===== config.mk =====
export PLATFORM = sky130hd
export DESIGN_NAME = prioritized_substring_finder
export DESIGN_NICKNAME = d
export VERILOG_FILES = /design/src/psf_pkg.sv /design/src/psf_cell.sv /design/src/prioritized_substring_finder.sv
export SDC_FILE = /design/constraint.sdc
export NUM_CORES = 1
export LEC_CHECK = 0
export BUFFER_PORTS_ARGS = -buffer_cell sky130_fd_sc_hd__buf_2
export CELL_PAD_IN_SITES_DETAIL_PLACEMENT = 2
export CELL_PAD_IN_SITES_GLOBAL_PLACEMENT = 2
export CORE_UTILIZATION = 40
export DETAILED_ROUTE_END_ITERATION = 16
export PLACE_DENSITY_LB_ADDON = 0.1
export RECOVER_POWER = 50
export SYNTH_ARGS = -nofsm -noshare
export SYNTH_HDL_FRONTEND = slang
export SYNTH_SLANG_ARGS = --single-unit

===== constraint.sdc =====
create_clock -name clk -period 6.6 [get_ports clk]
set_clock_uncertainty 0.05 [all_clocks]
set_input_delay 0.66 -clock clk [delete_from_list [all_inputs] [get_ports clk]]
set_output_delay 0.66 -clock clk [all_outputs]
set_load 0.01 [all_outputs]

===== src/psf_pkg.sv =====
// Package for the prioritised substring finder: word types, register
// indexes, sizing constants and the control word between top level and cells.
// No dependencies.
`timescale 1ns / 1ps

package psf_pkg;

  localparam int PATTERN_BYTES_DEF = 8;
  localparam int MAX_STREAM_DEF    = 65535;
  localparam int NUM_PAT           = 3;
  localparam int PAT_W             = 64;
  localparam int LEN_W             = 4;
  localparam int POS_W             = 16;
  localparam int BYTE_W            = 8;
  localparam int CFG_IDX_W         = 3;
  localparam int ID_W              = 2;

  localparam logic [CFG_IDX_W-1:0] REG_PATTERN_A     = 3'd0;
  localparam logic [CFG_IDX_W-1:0] REG_PATTERN_A_LEN = 3'd1;
  localparam logic [CFG_IDX_W-1:0] REG_PATTERN_B     = 3'd2;
  localparam logic [CFG_IDX_W-1:0] REG_PATTERN_B_LEN = 3'd3;
  localparam logic [CFG_IDX_W-1:0] REG_PATTERN_C     = 3'd4;
  localparam logic [CFG_IDX_W-1:0] REG_PATTERN_C_LEN = 3'd5;

  localparam logic [ID_W-1:0] ID_PAT_A = 2'd0;
  localparam logic [ID_W-1:0] ID_PAT_B = 2'd1;
  localparam logic [ID_W-1:0] ID_PAT_C = 2'd2;

  typedef struct packed {
    logic [BYTE_W-1:0] data_byte;
    logic              last;
  } in_word_t;

  typedef struct packed {
    logic              found;
    logic [ID_W-1:0]   pattern_id;
    logic [POS_W-1:0]  position;
    logic              truncated;
  } out_word_t;

  typedef struct packed {
    logic advance;
    logic clear;
  } cell_ctrl_t;

endpackage


===== src/psf_cell.sv =====
// One window cell: holds one byte of the sliding window and compares the
// byte it takes in against its slot of each pattern. Depends on psf_pkg.
`timescale 1ns / 1ps

module psf_cell
  import psf_pkg::*;
#(
  parameter int IDX = 0
) (
  input  logic                               clk,
  input  logic                               rst_n,
  input  cell_ctrl_t                         ctrl,
  input  logic [BYTE_W-1:0]                  d_in,
  input  logic [NUM_PAT-1:0][PAT_W-1:0]      pat,
  input  logic [NUM_PAT-1:0][LEN_W-1:0]      len,
  output logic [BYTE_W-1:0]                  q,
  output logic [NUM_PAT-1:0]                 hit
);

  logic [BYTE_W-1:0] byte_r;
  logic [BYTE_W-1:0] byte_nxt;

  always_comb begin
    byte_nxt = byte_r;
    if (ctrl.clear) begin
      byte_nxt = '0;
    end else if (ctrl.advance) begin
      byte_nxt = d_in;
    end
  end

  always_ff @(posedge clk) begin
    if (!rst_n) begin
      byte_r <= '0;
    end else begin
      byte_r <= byte_nxt;
    end
  end

  assign q = byte_r;

  // Slot j of the window meets pattern byte len-1-j; past the length, pass.
  always_comb begin
    logic [LEN_W-1:0] sel;
    for (int i = 0; i < NUM_PAT; i++) begin
      sel = len[i] - LEN_W'(IDX) - LEN_W'(1);
      if (LEN_W'(IDX) < len[i]) begin
        hit[i] = (d_in == pat[i][sel[2:0]*BYTE_W +: BYTE_W]);
      end else begin
        hit[i] = 1'b1;
      end
    end
  end

endmodule


===== src/prioritized_substring_finder.sv =====
// Top level of the prioritised substring finder: configuration registers,
// stream counters, first-hit tracking and the result register.
// Depends on psf_pkg and psf_cell.
//
// Usage:
//   in_valid/in_ready/in_data carry the stream, one byte per word, with
//   in_data.last on the final byte. out_valid/out_ready/out_data carry one
//   result word per stream: found, pattern_id (a before b before c), the
//   start of that pattern's first occurrence and a truncated flag.
//   cfg_we/cfg_index/cfg_wdata write the three patterns and their lengths;
//   write only while no stream is in flight.
// Timing:
//   One byte per cycle unless a result word waits on out_ready. The result
//   word appears in the cycle after the last byte is accepted. The row of
//   window cells shifts and compares all pattern slots in the cycle a byte arrives.
//   Bytes beyond MAX_STREAM are not searched and only set truncated.
// Reset and stall:
//   Reset clears the patterns, the window and all stream state. While a
//   result word waits on out_ready, in_ready drops; a new word is taken in
//   the cycle the result is taken.
`timescale 1ns / 1ps

module prioritized_substring_finder
  import psf_pkg::*;
#(
  parameter int PATTERN_BYTES = PATTERN_BYTES_DEF,
  parameter int MAX_STREAM    = MAX_STREAM_DEF
) (
  input  logic                 clk,
  input  logic                 rst_n,
  input  logic                 in_valid,
  output logic                 in_ready,
  input  in_word_t             in_data,
  output logic                 out_valid,
  input  logic                 out_ready,
  output out_word_t            out_data,
  input  logic                 cfg_we,
  input  logic [CFG_IDX_W-1:0] cfg_index,
  input  logic [PAT_W-1:0]     cfg_wdata
);

  // Configuration registers
  logic [NUM_PAT-1:0][PAT_W-1:0] pat_r;
  logic [NUM_PAT-1:0][LEN_W-1:0] len_r;

  always_ff @(posedge clk) begin
    if (!rst_n) begin
      pat_r <= '0;
      len_r <= '0;
    end else if (cfg_we) begin
      case (cfg_index)
        REG_PATTERN_A:     pat_r[0] <= cfg_wdata;
        REG_PATTERN_A_LEN: len_r[0] <= cfg_wdata[LEN_W-1:0];
        REG_PATTERN_B:     pat_r[1] <= cfg_wdata;
        REG_PATTERN_B_LEN: len_r[1] <= cfg_wdata[LEN_W-1:0];
        REG_PATTERN_C:     pat_r[2] <= cfg_wdata;
        REG_PATTERN_C_LEN: len_r[2] <= cfg_wdata[LEN_W-1:0];
        default: ;
      endcase
    end
  end

  // Saturate lengths to the window depth
  logic [NUM_PAT-1:0][LEN_W-1:0] len_sat;
  always_comb begin
    for (int i = 0; i < NUM_PAT; i++) begin
      len_sat[i] = (len_r[i] > LEN_W'(PATTERN_BYTES)) ? LEN_W'(PATTERN_BYTES) : len_r[i];
    end
  end

  // Stream state
  logic [POS_W-1:0]              count_r, count_nxt;
  logic [NUM_PAT-1:0]            hits_r, hits_nxt;
  logic [NUM_PAT-1:0][POS_W-1:0] first_r, first_nxt;
  logic                          ovf_r, ovf_nxt;
  logic                          out_valid_r, out_valid_nxt;
  out_word_t                     out_data_r, out_data_nxt;

  logic       accept;
  logic       searching;
  logic       done;
  logic [POS_W-1:0] count_inc;
  cell_ctrl_t ctrl;

  // Take a word whenever the result slot is free or being emptied
  assign in_ready  = !out_valid_r || out_ready;
  assign accept    = in_valid && in_ready;
  assign searching = accept && (count_r < POS_W'(MAX_STREAM));
  assign done      = accept && in_data.last;
  assign count_inc = count_r + POS_W'(1);

  assign ctrl.advance = searching;
  assign ctrl.clear   = done;

  // Row of window cells; cell 0 takes the incoming byte
  logic [PATTERN_BYTES-1:0][BYTE_W-1:0]  cell_q;
  logic [PATTERN_BYTES-1:0][NUM_PAT-1:0] cell_hit;

  for (genvar j = 0; j < PATTERN_BYTES; j++) begin : g_cell
    logic [BYTE_W-1:0] d_in;
    if (j == 0) begin : g_head
      assign d_in = in_data.data_byte;
    end else begin : g_link
      assign d_in = cell_q[j-1];
    end
    psf_cell #(.IDX(j)) u_cell (
      .clk   (clk),
      .rst_n (rst_n),
      .ctrl  (ctrl),
      .d_in  (d_in),
      .pat   (pat_r),
      .len   (len_sat),
      .q     (cell_q[j]),
      .hit   (cell_hit[j])
    );
  end

  // Gather cell votes per pattern; a match must lie wholly inside the stream
  logic [NUM_PAT-1:0] match;
  always_comb begin
    logic all_hit;
    for (int i = 0; i < NUM_PAT; i++) begin
      all_hit = 1'b1;
      for (int j = 0; j < PATTERN_BYTES; j++) begin
        all_hit = all_hit & cell_hit[j][i];
      end
      match[i] = searching && (len_sat[i] != '0) &&
                 (count_inc >= POS_W'(len_sat[i])) && all_hit;
    end
  end

  // Update first hits, then form the result and drop the stream state
  always_comb begin
    logic [NUM_PAT-1:0]            hits_upd;
    logic [NUM_PAT-1:0][POS_W-1:0] first_upd;
    logic                          ovf_upd;
    hits_upd  = hits_r;
    first_upd = first_r;
    ovf_upd   = ovf_r || (accept && !searching);
    for (int i = 0; i < NUM_PAT; i++) begin
      if (!hits_r[i] && match[i]) begin
        hits_upd[i]  = 1'b1;
        first_upd[i] = count_inc - POS_W'(len_sat[i]);
      end
    end

    out_data_nxt.found      = |hits_upd;
    out_data_nxt.truncated  = ovf_upd;
    if (hits_upd[0]) begin
      out_data_nxt.pattern_id = ID_PAT_A;
      out_data_nxt.position   = first_upd[0];
    end else if (hits_upd[1]) begin
      out_data_nxt.pattern_id = ID_PAT_B;
      out_data_nxt.position   = first_upd[1];
    end else if (hits_upd[2]) begin
      out_data_nxt.pattern_id = ID_PAT_C;
      out_data_nxt.position   = first_upd[2];
    end else begin
      out_data_nxt.pattern_id = ID_PAT_A;
      out_data_nxt.position   = '0;
    end

    out_valid_nxt = out_valid_r;
    if (out_valid_r && out_ready) begin
      out_valid_nxt = 1'b0;
    end
    if (done) begin
      out_valid_nxt = 1'b1;
    end

    if (done) begin
      count_nxt = '0;
      hits_nxt  = '0;
      first_nxt = '0;
      ovf_nxt   = 1'b0;
    end else begin
      count_nxt = searching ? count_inc : count_r;
      hits_nxt  = hits_upd;
      first_nxt = first_upd;
      ovf_nxt   = ovf_upd;
    end
  end

  always_ff @(posedge clk) begin
    if (!rst_n) begin
      count_r     <= '0;
      hits_r      <= '0;
      first_r     <= '0;
      ovf_r       <= 1'b0;
      out_valid_r <= 1'b0;
    end else begin
      count_r     <= count_nxt;
      hits_r      <= hits_nxt;
      first_r     <= first_nxt;
      ovf_r       <= ovf_nxt;
      out_valid_r <= out_valid_nxt;
    end
  end

  // Hold the result word until taken
  always_ff @(posedge clk) begin
    if (done) begin
      out_data_r <= out_data_nxt;
    end
  end

  assign out_valid = out_valid_r;
  assign out_data  = out_data_r;

endmodule


==> Word-level counts from Yosys, hierarchy flattened <==
Index checks and enable logic that the tools add are counted.
{ "totals": {"regBits": 349, "inputBits": 81, "out_inout_bits": 22, "wordCells": 253} }
{ "classes": {"add_sub_neg": 46, "magnitude_cmp": 31, "n_eq_ne": 29, "shifts": 24, "n_mux": 38, "bitwise": 22, "reduce_logical": 38} }
{ "op_table": {"columns": ["op", "count"], "rows": [
  ["$shiftx A64 B7 Y8", 24],
  ["$eq A8 B8 Y1", 24],
  ["$sub A3 B1 Y3 const B", 24],
  ["$mux W16", 4],
  ["$ge A16 B4 Y1", 3],
  ["$lt A3 B4 Y1 const A", 12],
  ["$sub A16 B4 Y16", 3],
  ["$sub A3 B3 Y3 const B", 12],
  ["$mux W1", 29],
  ["$lt A1 B4 Y1 const A", 6],
  ["$lt A2 B4 Y1 const A", 6],
  ["$and A1 B1 Y1", 21],
  ["$mux W18", 1],
  ["$sub A3 B2 Y3 const B", 6],
  ["$logic_and A1 B1 Y1", 17],
  ["$mux W17", 1],
  ["$add A16 B1 Y16 const B", 1],
  ["$lt A16 B16 Y1 const B", 1],
  ["$gt A4 B4 Y1 const B", 3],
  ["$mux W4", 3],
  ["$reduce_and A2 Y1", 6],
  ["$reduce_bool A4 Y1", 3],
  ["$eq A3 B2 Y1 const B", 2],
  ["$eq A3 B3 Y1 const B", 2],
  ["other kinds (8)", 14]
]} }

==> Logic depth before layout (Yosys ltp) <==
{ "depth": {"depth_word": 20, "mapped_depth": 23, "mapped_depth_nobuf": 16} }

==> By module <==
Synthesis repeated with hierarchy kept, for this count alone.
{ "hier_totals": {"cells_unflattened": 3008, "area_unflattened_um2": 30833.3} }
{ "by_module_without_submodules": {"columns": ["module", "instances", "cells_per_inst", "area_per_inst_um2"], "rows": [
  ["prioritized_substring_finder", 1, 1439, 12615.8],
  ["psf_cell (g_cell[0].u_cell)", 1, 191, 2429.8],
  ["psf_cell (g_cell[4].u_cell)", 1, 188, 2393.5],
  ["psf_cell (g_cell[6].u_cell)", 1, 176, 2301.0],
  ["psf_cell (g_cell[2].u_cell)", 1, 182, 2289.7],
  ["psf_cell (g_cell[1].u_cell)", 1, 213, 2240.9],
  ["psf_cell (g_cell[3].u_cell)", 1, 219, 2235.9],
  ["psf_cell (g_cell[5].u_cell)", 1, 213, 2235.9],
  ["psf_cell (g_cell[7].u_cell)", 1, 187, 2090.8]
]} }

==> Worst setup path after synthesis <==
OpenSTA, ideal clock, no wires.
{ "synth_path": {"path_kind": "register -> register", "startpoint": "register len_r[8] in the netlist's numbering", "endpoint": "register out_data_r, in the netlist out_data[7], data pin", "arrival_time_ps": 5050, "required_ps": 6278, "slack_ps": 1228, "path_stages_with_launch": 22, "n_path_buf": 6, "synth_period_minus_slack_ps": 5372, "path_cell_list": "dfxtp_1 buf_4 nor2b_4 inv_2 buf_4 buf_2 buf_1 ha_1 clkbuf_1 clkbuf_1 o21a_1 a21oi_1 mux4_2 xnor2_1 nor4_1 a211oi_1 or3_1 a2111o_1 nor2_4 mux2i_1 nor2_1 or4b_1"} }
{ "synth_rtl": {"columns": ["element", "line", "rtl"], "rows": [
  ["from (decl)", "prioritized_substring_finder.sv:44", "logic [NUM_PAT-1:0][LEN_W-1:0] len_r;"],
  ["to (signal assigned)", "prioritized_substring_finder.sv:203", "out_data_r <= out_data_nxt;"],
  ["to (decl)", "prioritized_substring_finder.sv:77", "out_word_t out_data_r, out_data_nxt;"]
]} }

==> run_results.csv <==
group,metric,value,unit
synthesis,avgSynthCellArea,8.401,sq um
worst_setup_path,r2r_end,"out_data[8]$_DFFE_PP_",
clocking,htreeDepth,2,
sta,slew_violations,209,
worst_setup_path,crit_top_cell,"nor2_1",
worst_hold_path,worstHoldStart,"cfg_wdata[42]",
worst_setup_path,crit_type,"reg -> reg",
drt,drtAntennaViolNets,0,
run_status,outcome,"finished, violations left",
flow_run,drv_cap,2,
synthesis,synthXorXnorAreaFrac,9.673,%
drt,firstDrtPassIters,5,
synthesis,synth_cell_types,101,
finish,syn_to_final_growth,9.041,%
finish,final_nets,3384,
place,dpl.hpwl,110.1,mm
floorplanning,fp.dieH,268.1,um
place,portBuffers,102,
sta,timing.slew.headroom,-194.1,%
synthesis,synth_area_leaders,"dfxtp_1, mux2i_1, mux4_2, nand2_1, a21boi_0",
sta,rsz0062_at_grt,"no",
worst_setup_path,r2r_start,"len_r[3]$_SDFFE_PN0P_",
sta,timing.final.crit_share,93.28,%
worst_hold_path,min_path_type,"in -> reg",
clocking,cts_tree,"yes",
synthesis,synth_top_area_cell,"dfxtp_1",
finish,layout-drive-gt1-share,13.49,%
clocking,cts.sinks,349,
clocking,cts_buffers,43,
clocking,postCtsSetupRepairBufs,0,
synthesis,synth_compound_area_share,17.99,%
floorplanning,die_area,71890,sq um
synthesis,synthFlopType,"dfxtp_1",
synthesis,synth_seq_cells,349,
worst_hold_path,holdPathEnd,"pat_r[42]$_SDFFE_PN0P_",
pwr,finalPower,5.920,mW
global_route,grt_pass1_vias,28840,
clocking,clock_latency,0.64,ns
synthesis,synthMuxAreaShare,22.30,%
clocking,clkTransAtPathRegs,0.06,ns
drt,num_vias,28060,
drt,drc_errors,0,
global_route,grt_util_met2,64.48,%
finish,instances_no_fill,4259,
global_route,antenna_found_initial,6,
drt,drt-initial-drc-count,2922,
place,dp.cells,4176,
run_status,violations,"capacitance limit, slew limit",
synthesis,postSynthCellCount,3372,
synthesis,synth_top_family_by_area,"multiplexers",
sta,fmax,162.4,MHz
floorplanning,initial_core_util,40.45,%
floorplanning,io_pins,103,
sta,setup_tns,0,ns
floorplanning,rows,97,
worst_setup_path,cp.arrival,6.59,ns
drt,avgRoutedWirePerCell,34.81,um
global_route,grt_max_degree,109,
floorplanning,die_width,268.1,um
pwr,peakVddDrop,0.1925,mV
synthesis,synthAdderAreaFrac,1.051,%
global_route,grtUsageTotal,40.75,%
sta,finalHoldViolations,0,
sta,tightest_slew,4.411,ns
sta,layout_min_cycle_time,6.156,ns
place,globalplace.congestion,0.9929,
synthesis,syn-cell-area,28330,sq um
global_route,grt_pass1_wl,210.5,mm
worst_setup_path,worstSetupStartpointType,"flop",
pwr,p_leak,11.28,nW
worst_setup_path,crit_fanout,23,
pwr,p_per_area,191.7,nW/um^2
global_route,use_met1,52.26,%
synthesis,synth_top_area_share,23.25,%
synthesis,yosysWarnings,0,
drt,viasPerCell,6.588,
worst_setup_path,critPathCaptureType,"flop",
clocking,clockRootBuffer,"clkbuf_16",
global_route,grt_overflow,0,
sta,whs,0.3005,ns
worst_setup_path,slowest_stage,"nor2_1",
sta,setup_viol,0,
worst_setup_path,slowest_delay,0.57,ns
worst_hold_path,holdPathStages,3,
drt,routed_wl,148.3,mm
synthesis,synth_simple_gate_area_share,18.25,%
sta,setup_ws,0.4437,ns
synthesis,synth_edf_count,20,
synthesis,seq_area_frac_synth,25.37,%
synthesis,async_flop_share,0,%
global_route,top_usage_layer,"met2",
floorplanning,coreArea,70030,sq um
global_route,met3_usage,6.982,%
clocking,clock_path_buffers,3,
worst_setup_path,crit_chain,"nand2b_2, inv_1, buf_4, ha_1, inv_1, fa_1, a21o_1, a21oi_1, o21ai_0, or3_1, o31ai_1, a21oi_1, o2111a_1, nor2_1, nor2_1, buf_4, nor2_1, a221o_1",
worst_setup_path,r2r_cells,18,
clocking,cts.repair.resized,0,
clocking,cts_hold_buf,0,
worst_setup_path,crit_required,7.03,ns
synthesis,syn_nets,3475,
place,pre_cts_slack,0.6538,ns
worst_setup_path,worst-r2r-setup-slack,0.44,ns
-- cells by family after synthesis --
group	after synthesis
mux	494
compound gates	710
xor+xnor	302
flops	349
fa+ha+maj	22
simple gates	1125
buf+inv	370
-- through the flow --
step / utilization, % / area, sq um
after floorplan: - / 28330
after global placement: 41.91 / 29350
after detailed placement: 41.91 / 29350
after CTS: 44.15 / 30910
after global routing: 44.09 / 30880
final: 44.11 / 30890
-- layout make-up --
type                       instances  area [sq um]
sequential                       349          7192
clock inverter                    18         305.3
fill                            7773         39140
inverter                          61         231.5
antenna                            5         12.51
multi-input combinational       2653         19690
clock buffer                      60          1261
tap                              940          1176
timing repair buffer             173          1021
-- sequential cells by signal, summed over array words and instances, names as in the netlist --
| name | cells |
|---|---|
| hits_r | 3 |
| pat_r | 192 |
| out_data | 20 |
| out_valid | 1 |
| ovf_r | 1 |
| count_r | 16 |
| first_r | 48 |
| len_r | 12 |
| g_cell.u_cell.q | 56 |
-- routing by layer --
metal  share of wire (%)  up-vias
met5               0.014        -
met4                 6.4        4
met3                 7.9      317
met2                  45     1287
met1                  41    14540
li1                    -    11910
-- worst max-delay path: cells and delay by family, from the launching register on --
family	cells	cell delay, ns
buffers and inverters	4	1.21
flip-flops	1	0.32
AND/OR/NAND/NOR	5	1.82
AO/OA/AOI/OAI	7	1.89
adder cells (fa/ha/maj)	2	0.67
-- cell usage after synthesis (38+ instances only) --
library cell and n:
xnor2_1 161, a21oi_1 132, inv_1 52, clkbuf_1 192, o21ai_0 51, buf_1 41
dfxtp_1 329, mux4_2 104, nor3_1 50, nor2b_1 38, mux2i_1 334, mux2_2 56
xor2_1 134, nor2_1 176, a21boi_0 194, buf_2 66, nand2_1 600
-- how the worst max path moves through the flow --
stage,to,from,cells after the start,slack [ns]
2_1_floorplan,out_data[7]$_DFFE_PP_,len_r[8]$_SDFFE_PN0P_,21,1.23
3_5_place_dp,out_data[8]$_DFFE_PP_,len_r[3]$_SDFFE_PN0P_,18,0.65
5_1_grt,out_data[6]$_DFFE_PP_,len_r[3]$_SDFFE_PN0P_,18,0.30
4_1_cts,out_data[8]$_DFFE_PP_,len_r[3]$_SDFFE_PN0P_,18,0.58
6_report,out_data[8]$_DFFE_PP_,len_r[3]$_SDFFE_PN0P_,18,0.44
3_3_place_gp,out_data[14]$_DFFE_PP_,count_r[0]$_SDFFE_PP0P_,17,0.88
-- placed cells by master, fill, tap and decap left out, types with 16 or more instances in the layout --
master,netlist,routed
a22oi_1,16,16
mux2i_1,334,333
o32ai_1,18,18
a31oi_1,20,19
o221ai_1,35,35
a211o_1,21,21
nand2_1,600,598
a211oi_1,35,35
nor3b_1,18,18
nand3_1,37,36
xor2_1,134,134
nor3_1,50,50
nor2_1,176,175
a21oi_1,132,132
inv_1,52,52
ha_1,19,18
nor4_1,18,18
o22ai_1,37,37
and2_1,28,27
o21ai_0,51,51
xnor2_1,161,161
and3_1,21,20
a21boi_0,194,194
nand4_1,29,29
edfxtp_1,20,20
buf_4,7,68
mux4_2,104,104
clkbuf_16,0,44
nor2b_1,38,37
dfxtp_1,329,325
clkbuf_1,192,30
mux2_2,56,56
nand2b_1,26,24
buf_2,66,79
-- power breakdown --
part	total [mW]	internal, mW	leakage [nW]	switching [mW]
sequential	2.26	2.16	2.85	0.0946
combinational	0.971	0.341	7.66	0.630
clock	2.69	1.59	0.766	1.10
total	5.92	4.09	11.3	1.83
Power figures use the tool's default switching activity.
